<file path="src/xtea_pkg.sv">
package xtea_pkg;

  localparam logic [31:0] XT_DELTA = 32'h9e3779b9;

  // one block in flight, keys travel with it
  typedef struct packed {
    logic             func;
    logic [31:0]      v0;
    logic [31:0]      v1;
    logic [3:0][31:0] key;
  } xtea_item_t;

  localparam logic FUNC_ENC = 1'b0;
  localparam logic FUNC_DEC = 1'b1;

  function automatic logic [31:0] xt_mix(input logic [31:0] v);
    return ((v << 4) ^ (v >> 5)) + v;
  endfunction

  // running sum after n additions of delta, modulo 2^32
  function automatic logic [31:0] sum_at(input int n);
    logic [31:0] nn;
    nn = 32'(n);
    return 32'(XT_DELTA * nn);
  endfunction

endpackage

</file>
<file path="src/xtea_hr_stage.sv">
module xtea_hr_stage import xtea_pkg::*; #(
  parameter int ROUNDS = 32,
  parameter int STAGE  = 0
) (
  input  logic       clk,
  input  logic       rst_n,
  input  logic       load,
  input  logic       in_valid,
  input  xtea_item_t in_data,
  output logic       valid_r,
  output xtea_item_t data_r
);

  localparam int RND    = STAGE / 2;
  localparam bit SECOND = (STAGE % 2) == 1;
  // sums are fixed per stage, one for each direction
  localparam logic [31:0] SUM_E = sum_at(SECOND ? RND + 1 : RND);
  localparam logic [31:0] SUM_D = sum_at(SECOND ? ROUNDS - RND - 1 : ROUNDS - RND);
  localparam logic [1:0]  IDX_E = SECOND ? SUM_E[12:11] : SUM_E[1:0];
  localparam logic [1:0]  IDX_D = SECOND ? SUM_D[1:0] : SUM_D[12:11];

  logic        upd_v0;
  logic [31:0] src;
  logic [31:0] dst;
  logic [31:0] sum_k;
  logic [31:0] t;
  logic [31:0] res;
  logic        dec;
  logic        valid_nxt;
  xtea_item_t  data_nxt;

  always_comb begin
    dec    = (in_data.func == FUNC_DEC);
    // encrypt touches v0 first then v1, decrypt the other way round
    upd_v0 = SECOND ? dec : !dec;
    src    = upd_v0 ? in_data.v1 : in_data.v0;
    dst    = upd_v0 ? in_data.v0 : in_data.v1;
    sum_k  = (dec ? SUM_D : SUM_E) + in_data.key[dec ? IDX_D : IDX_E];
    t      = xt_mix(src) ^ sum_k;
    res    = dec ? dst - t : dst + t;
    data_nxt = in_data;
    if (upd_v0) begin
      data_nxt.v0 = res;
    end else begin
      data_nxt.v1 = res;
    end
    valid_nxt = in_valid;
  end

  always_ff @(posedge clk) begin
    if (!rst_n) begin
      valid_r <= 1'b0;
    end else if (load) begin
      valid_r <= valid_nxt;
    end
  end

  always_ff @(posedge clk) begin
    if (load) begin
      data_r <= data_nxt;
    end
  end

endmodule

</file>
<file path="config.mk">
export PLATFORM = sky130hd
export DESIGN_NAME = xtea_hr_stage
export DESIGN_NICKNAME = d
export VERILOG_FILES = /design/src/xtea_pkg.sv /design/src/xtea_hr_stage.sv
export SDC_FILE = /design/constraint.sdc
export NUM_CORES = 1
export LEC_CHECK = 0
export ABC_AREA = 1
export BUFFER_PORTS_ARGS = -buffer_cell sky130_fd_sc_hd__buf_4
export CAP_MARGIN = 40
export CORE_MARGIN = 8
export CORE_UTILIZATION = 40
export DETAILED_ROUTE_END_ITERATION = 12
export HOLD_SLACK_MARGIN = 0.1
export PLACE_DENSITY = 0.65
export SYNTH_ARGS = -nofsm -noshare
export SYNTH_HDL_FRONTEND = slang
export SYNTH_SLANG_ARGS = --single-unit
</file>
<file path="constraint.sdc">
create_clock -name clk -period 7 [get_ports clk]
set_input_delay 1.75 -clock clk [delete_from_list [all_inputs] [get_ports clk]]
set_output_delay 1.75 -clock clk [all_outputs]
set_load 0.05 [all_outputs]
</file>
---- Word level (Yosys, flattened, before mapping) ----
Index checks and enable logic that the tools add are counted.
operators by class
  add/sub/neg operators ................... 4
  order comparisons ....................... 1
  mux-type cells .......................... 9
  bitwise gates (word level) .............. 2
operator list
  operator            number
  $mux 32             7
  $add 32x32->32      3
  $bmux 32 s2         1
  $sub 32x32->32      1
  $xor 32x27->32      1
  $xor 32x32->32      1
  $lt 2x3->1 const B  1
  $mux 2              1
word-level totals
  register bits after elaboration ......... 194
  input port bits ......................... 197
  output and inout port bits .............. 194
  logic and storage cells ................. 24

---- Depth between registers and ports, before layout ----
Gate-level depths: netlist of run 1.
  word-level depth ........................ 8
  gate-level depth with buffers ........... 45
  depth with buffers taken out ............ 40

---- Least setup slack after synthesis of run 1 ----
No wires, ideal clock.
  path type ............................... input to register
  start point ............................. in in_data[192] in the netlist's numbering
  end point ............................... reg data_r[158] in the netlist's numbering (data pin)
  library setup time ...................... 0.260 ns
  data arrival time ....................... 6.656 ns
  required time ........................... 6.740 ns
  setup slack ............................. 0.084 ns
  stages on the path ...................... 37
  path buffers ............................ 6
  cells stage by stage .................... buf_6 -> buf_8 -> clkbuf_1 -> clkbuf_1 -> clkbuf_1 -> clkbuf_1 -> nand2_1 -> nand2_1 -> ha_1 -> ha_1 -> xnor2_1 -> nand3_1 -> nand2_1 -> nand2_1 -> inv_1 -> nand2_1 -> nor2_2 -> nand2_1 -> nor2_2 -> nand2_1 -> nor2_2 -> nand3_2 -> nor2_4 -> inv_1 -> o21ai_2 -> o21ai_1 -> xor2_1 -> inv_1 -> ha_1 -> nand2_1 -> nor3_1 -> and3_1 -> a221oi_1 -> nand2_1 -> or2_2 -> nand3_1 -> o21ai_0
RTL lines
  what                  RTL line             RTL
  start, declared       xtea_hr_stage.sv:9   input xtea_item_t in_data,
  end signal, assigned  xtea_hr_stage.sv:60  data_r <= data_nxt;
  end, declared         xtea_hr_stage.sv:11  output xtea_item_t data_r

==> reports/qor.txt, run 1 <==
Status = finished clean
Final wirelength = 48500 µm
VDD IR max = 0.000221 V
Prevailing post-synth register cell = edfxtp_1
Nets = 2572
Post-CTS setup buffer count = 0
Hold-fix buffer count after cts = 0
Fin worst setup slack = 0.454 ns
First-pass GRT wire length = 74100 µm
Detailed Routing Iterations Pass 1 = 5
Mapped Avg Cell Area = 7.92 µm²
GRT Residual Overflow = 0
Pwr/cell area = 319 nW/µm²
Pin slew with the least headroom to its limit = 0.854 ns
Number of global-route vias before repair = 13500
Post-synth EDFFs = 193
Final instance area = 19100 µm²
Final Hold Fails = 0
CTS tree = done
Worst-Skew Late Latency = 0.45 ns
Critical path buffers and inverters = 11
Share of cells above drive strength 1 = 28.0%
Post-Place Cell Area = 18500 µm²
Synth-to-Final Area Change = 38.6%
Ys Warns = 0
Post-Layout Cell Count = 2760
Crit path kind = input port to flip-flop
Antenna-violating nets left = 0
PortBufs = 390
Post-Syn Nets = 2023
Crit path DAT = 6.76 ns
Biggest cell delay along the critical path = 0.38 ns
TritonCTS buffer count = 17
Initial antenna violation count = 0
Post_cts resized = 0
# IOs = 391
Asr flop ratio synth = 0%
Clk sinks = 194
Placed insts = 2728
Delay-heaviest family, CP = simple AND/OR/NAND/NOR gates
Total track usage = 23.1%
FF+latch count, synth = 194
Die footprint = 40700 µm²
Clock transition at path regs = 0.08 ns
CP Max Fanout = 26
Core area = 34300 µm²
Final core utilization = 55.8%
CP Data Required Time = 7.22 ns
GP Congestion = 0.919
Residual DRC = 0
Worst R2R Setup Slack = 6.34 ns
Avg WL per Cell = 17.6 µm
Worst min path class = flip-flop to flip-flop
Chip height = 202 µm
CTS max path bufs = 2
Slew headroom = 43.1%
H-tree depth = 4
Type of origin of the critical path = input port
Mapped Cells = 1743
Row Count = 68
Fill cells = 3215
Fmax achieved = 153 MHz
DRT iter0 DRCs = 910
MaxCap Viol Count = 0
Clk_skew = 0 ns
DP Worst Slack = 0.0191 ns
Min cycle time layout = 6.55 ns
DIE WIDTH = 202 µm
Hpwl dp = 40600 µm
Final period utilization = 93.5%
RSZ-0062 raised after global routing = false
Top-area cell type share of the netlist area = 42.0%
Final setup vio count = 0
Starting Density = 40.2%
Max-slew violation count = 0
CP Capture Type = flip-flop
DR vias = 13800
Diode count = 0
Area leader, netlist = edfxtp_1
Leak pwr = 9.50 nW
Crit-path slowest cell = o21ai_0
CTS Root Cell = clkbuf_16
Post-Syn Area = 13800 µm²
Vias per std cell = 5.01
Largest net degree at the start of global routing = 112
Yosys cell types = 49
Post-synthesis sequential area ratio = 42.1%
Most used cell, CP = nand2_1
Final total power = 6.10 mW
Top cells by area, synth = edfxtp_1 (42%), nand2_1 (17%), ha_1 (7.3%)
per-layer routing:
metal / vias to the layer above / track usage, % / part of all wire [%]
li1: 6918 / - / -
met1: 6406 / 27.8 / 41
met2: 470 / 41.9 / 51
met3: 40 / 4.42 / 5.8
met4: 0 / 5.69 / 1.7
met5: - / 0 / 0
power breakdown:
group	leakage (nW)	internal [mW]	switching [mW]	total, mW
combinational	7.32	1.34	2.18	3.52
sequential	1.89	1.52	0.0565	1.58
clock	0.284	0.480	0.523	1.00
total	9.50	3.34	2.76	6.10
placed cells by master (no fill, tap or decap), types with 5 or more instances in the layout:
| cell | n |
|---|---|
| inv_2 | 6 |
| a31oi_1 | 12 |
| buf_12 | 6 |
| nand2_2 | 13 |
| xor2_1 | 66 |
| ha_1 | 81 |
| buf_4 | 557 |
| edfxtp_1 | 193 |
| nor3_1 | 8 |
| nor2_1 | 98 |
| clkbuf_16 | 17 |
| inv_8 | 5 |
| inv_1 | 168 |
| a21oi_1 | 84 |
| nand4_1 | 27 |
| or2_1 | 5 |
| xnor2_1 | 44 |
| o21ai_1 | 6 |
| o21bai_1 | 5 |
| nand3_1 | 98 |
| nand2_1 | 617 |
| nor2_2 | 8 |
| nand3_2 | 5 |
| o21ai_0 | 110 |
| nand3b_1 | 11 |
area by class of cell:
cell class / instances / area [µm²] / area share (%)
inverter: 176 / 663 / 3.47
sequential: 194 / 5820 / 30.4
tap: 455 / 569 / 2.98
timing repair buffer: 564 / 4320 / 22.6
clock inverter: 15 / 168 / 0.877
clock buffer: 17 / 425 / 2.22
multi-input combinational: 1339 / 7170 / 37.5
final timing paths:
path | start | end | depth (start not counted)
setup / recovery | in_data[192] | data_r[159]$_DFFE_PP_ | 40
hold / removal | valid_r$_SDFFE_PN0P_ | valid_r$_SDFFE_PN0P_ | 2
setup reg to reg | valid_r$_SDFFE_PN0P_ | valid_r$_SDFFE_PN0P_ | 2
hold reg to reg | valid_r$_SDFFE_PN0P_ | valid_r$_SDFFE_PN0P_ | 2
cells in the mapped netlist (2+ instances only):
master / number
o21ai_2: 2
clkbuf_1: 19
o21bai_1: 5
ha_1: 81
buf_6: 3
a21oi_1: 85
nand2_2: 12
xor2_2: 2
nand3b_1: 11
inv_2: 7
buf_2: 4
nand2_1: 618
and3_1: 2
xor2_1: 66
nor2_4: 2
or2_2: 2
a31oi_1: 12
xnor2_1: 44
nand2_4: 3
nor2_1: 98
edfxtp_1: 193
o31ai_1: 2
o21ai_0: 110
a21boi_0: 3
inv_1: 168
or2_1: 5
nor4_1: 5
o21ai_1: 6
nand4_1: 27
buf_1: 7
a221oi_1: 3
nand3_2: 5
nor3_1: 8
nand3_1: 98
o21a_1: 3
nor2_2: 8
fa_1: 2
sequential cells by signal, indices dropped and copies added (netlist names):
signal	flops
data_r	193
valid_r	1
kinds of logic after synthesis:
logic type      Yosys count  share of synthesized area (%)
flops                   194                           42.1
xor+xnor                112                           7.22
mux                       1                         0.0725
buf+inv                 210                           5.99
simple gates            907                           27.7
compound gates          236                           9.20
fa+ha+maj                83                           7.64
per-stage QoR:
step                hold WS, ns  setup TNS [ns]
floorplan                 0.753               0
global placement          0.529         -0.0892
detailed placement        0.527               0
CTS                       0.549               0
global route              0.615               0
finish                    0.542               0
worst register-to-register path, cell delays in order, from the launching register on:
cell and delay [ns]:
dfxtp_1 0.31, o21ai_0 0.15, a21oi_1 0.06
Power figures use the tool's default switching activity.
==> run 2, diff against run 1 <==
--- a/config.mk
+++ b/config.mk
@@ -9,10 +9,10 @@
 export BUFFER_PORTS_ARGS = -buffer_cell sky130_fd_sc_hd__buf_4
 export CAP_MARGIN = 40
 export CORE_MARGIN = 8
-export CORE_UTILIZATION = 40
+export CORE_UTILIZATION = 54
 export DETAILED_ROUTE_END_ITERATION = 12
 export HOLD_SLACK_MARGIN = 0.1
-export PLACE_DENSITY = 0.65
+export PLACE_DENSITY = 0.81
 export SYNTH_ARGS = -nofsm -noshare
 export SYNTH_HDL_FRONTEND = slang
 export SYNTH_SLANG_ARGS = --single-unit
==> constraint.sdc (replaced) <==
create_clock -name clk -period 6.8 [get_ports clk]
set_input_delay 1.7 -clock clk [delete_from_list [all_inputs] [get_ports clk]]
set_output_delay 1.7 -clock clk [all_outputs]
set_load 0.05 [all_outputs]
==> reports/qor.txt, run 2 (synthesized netlist as in run 1, its figures left out) <==
Crit path DAT = 6.73 ns
Crit path kind = input port to flip-flop
Pin slew with the least headroom to its limit = 0.714 ns
DRT iter0 DRCs = 1583
Clk_skew = 0 ns
Vias per std cell = 5.61
Share of cells above drive strength 1 = 28.8%
Core area = 25100 µm²
CTS tree = done
Top reg by flops = data_r
CP Data Required Time = 7.01 ns
Initial antenna violation count = 5
First-pass GRT wire length = 77200 µm
Type of origin of the critical path = input port
Fin worst setup slack = 0.276 ns
Detailed Routing Iterations Pass 1 = 8
Leading cell type in the layout, fill and taps excluded = nand2_1
Internal Pwr Total = 3.44 mW
Clock power share = 16.3%
Most frequent cells in the layout = nand2_1 (611), buf_4 (560), edfxtp_1 (193), inv_1 (168), o21ai_0 (108)
Status = finished clean
Antenna-violating nets left = 0
Clock transition at path regs = 0.08 ns
GRT Residual Overflow = 0
DR vias = 14800
DIE WIDTH = 176 µm
Slew headroom = 52.4%
Biggest cell delay along the critical path = 0.47 ns
Clk sinks = 194
Largest register FFs = 193
CTS Root Cell = clkbuf_16
Number of global-route vias before repair = 14400
H-tree depth = 4
CTS max path bufs = 2
Total track usage = 32.0%
Largest net degree at the start of global routing = 118
Avg WL per Cell = 19.9 µm
Worst min path class = flip-flop to flip-flop
Top Registers = data_r (193), valid_r (1)
Sequential share of power = 25.5%
Chip height = 176 µm
Fmax achieved = 153 MHz
Final period utilization = 95.9%
Final total power = 6.38 mW
Max-slew violation count = 0
PortBufs = 390
Starting Density = 55.0%
GP Congestion = 0.976
Final Hold Fails = 0
# IOs = 391
Die footprint = 30900 µm²
Nets = 2576
Crit-path slowest cell = fa_1
VDD IR max = 0.000247 V
Min cycle time layout = 6.52 ns
CP Max Fanout = 9
Switching share of power = 46.1%
Worst-Skew Late Latency = 0.45 ns
Hpwl dp = 42200 µm
Hold-fix buffer count after cts = 0
Residual DRC = 0
MaxCap Viol Count = 0
Setup TNS = 0 ns
Most used cell, CP = nand2_1
Row Count = 58
Final wirelength = 52700 µm
CP Capture Type = flip-flop
Final setup vio count = 0
DP Worst Slack = -0.215 ns
Synth-to-Final Area Change = 38.3%
Leak pwr = 9.53 nW
Pwr/cell area = 334 nW/µm²
Combinational Power Share = 58.2%
Sw power = 2.94 mW
TritonCTS buffer count = 17
run 2: repair_timing:
| item | 4_1_cts | 5_1_grt |
|---|---|---|
| buffers inserted | 0 | 1 |
| endpoints found under the setup margin | 0 | 13 |
| resized for setup | 0 | 27 |
run 2: cell type report:
type                            instances  area [µm²]
Multi-Input combinational cell       1339        7250
Fill cell                            1825        6020
Sequential cell                       194        5820
Timing Repair Buffer                  568        4340
Inverter                              176         663
Clock buffer                           18         429
Tap cell                              330         413
Clock inverter                         14         160
Antenna cell                            6        15.0
run 2: critical path: cells and delay by family:
kind                       cells  cell delay [ns]
xor gates and xnor gates       1             0.16
adders and majority gates      4             1.24
AOI/OAI and AO/OA              6             0.80
and+or+nand+nor               17             2.01
buffers and inverters          6             0.78
run 2: stage by stage:
stage	hold slack, ns	instance area (µm²)	std cells	utilization [%]
floorplan	0.753	13800	1743	-
global placement	0.531	18400	2606	73.2
detailed placement	0.565	18400	2606	73.2
CTS	0.582	19000	2638	75.5
global route	0.631	19100	2645	76.0
finish	0.580	19100	2645	76.0
run 2: worst paths after layout:
kind,startpoint,end,slack [ns],depth (start not counted)
setup / recovery,in_data[192],data_r[157]$_DFFE_PP_,0.28,34
hold reg to reg,valid_r$_SDFFE_PN0P_,valid_r$_SDFFE_PN0P_,0.58,2
hold / removal,valid_r$_SDFFE_PN0P_,valid_r$_SDFFE_PN0P_,0.58,2
setup reg to reg,valid_r$_SDFFE_PN0P_,valid_r$_SDFFE_PN0P_,6.10,2
run 2: metal layers:
metal	routed length, µm	GRT usage (%)
met1	18600	35.2
met2	26800	57.9
met3	4710	6.23
met4	2610	15.6
met5	0	0
run 2: power by group through the flow:
| stage | registers (mW) | clock network (mW) | logic (mW) |
|---|---|---|---|
| after floorplan | 2.29 | 0 | 1.59 |
| after global placement | 1.64 | 0 | 3.56 |
| after detailed placement | 1.65 | 0 | 3.61 |
| after CTS | 1.63 | 1.04 | 3.64 |
| after global routing | 1.64 | 1.08 | 3.99 |
| final | 1.63 | 1.04 | 3.71 |
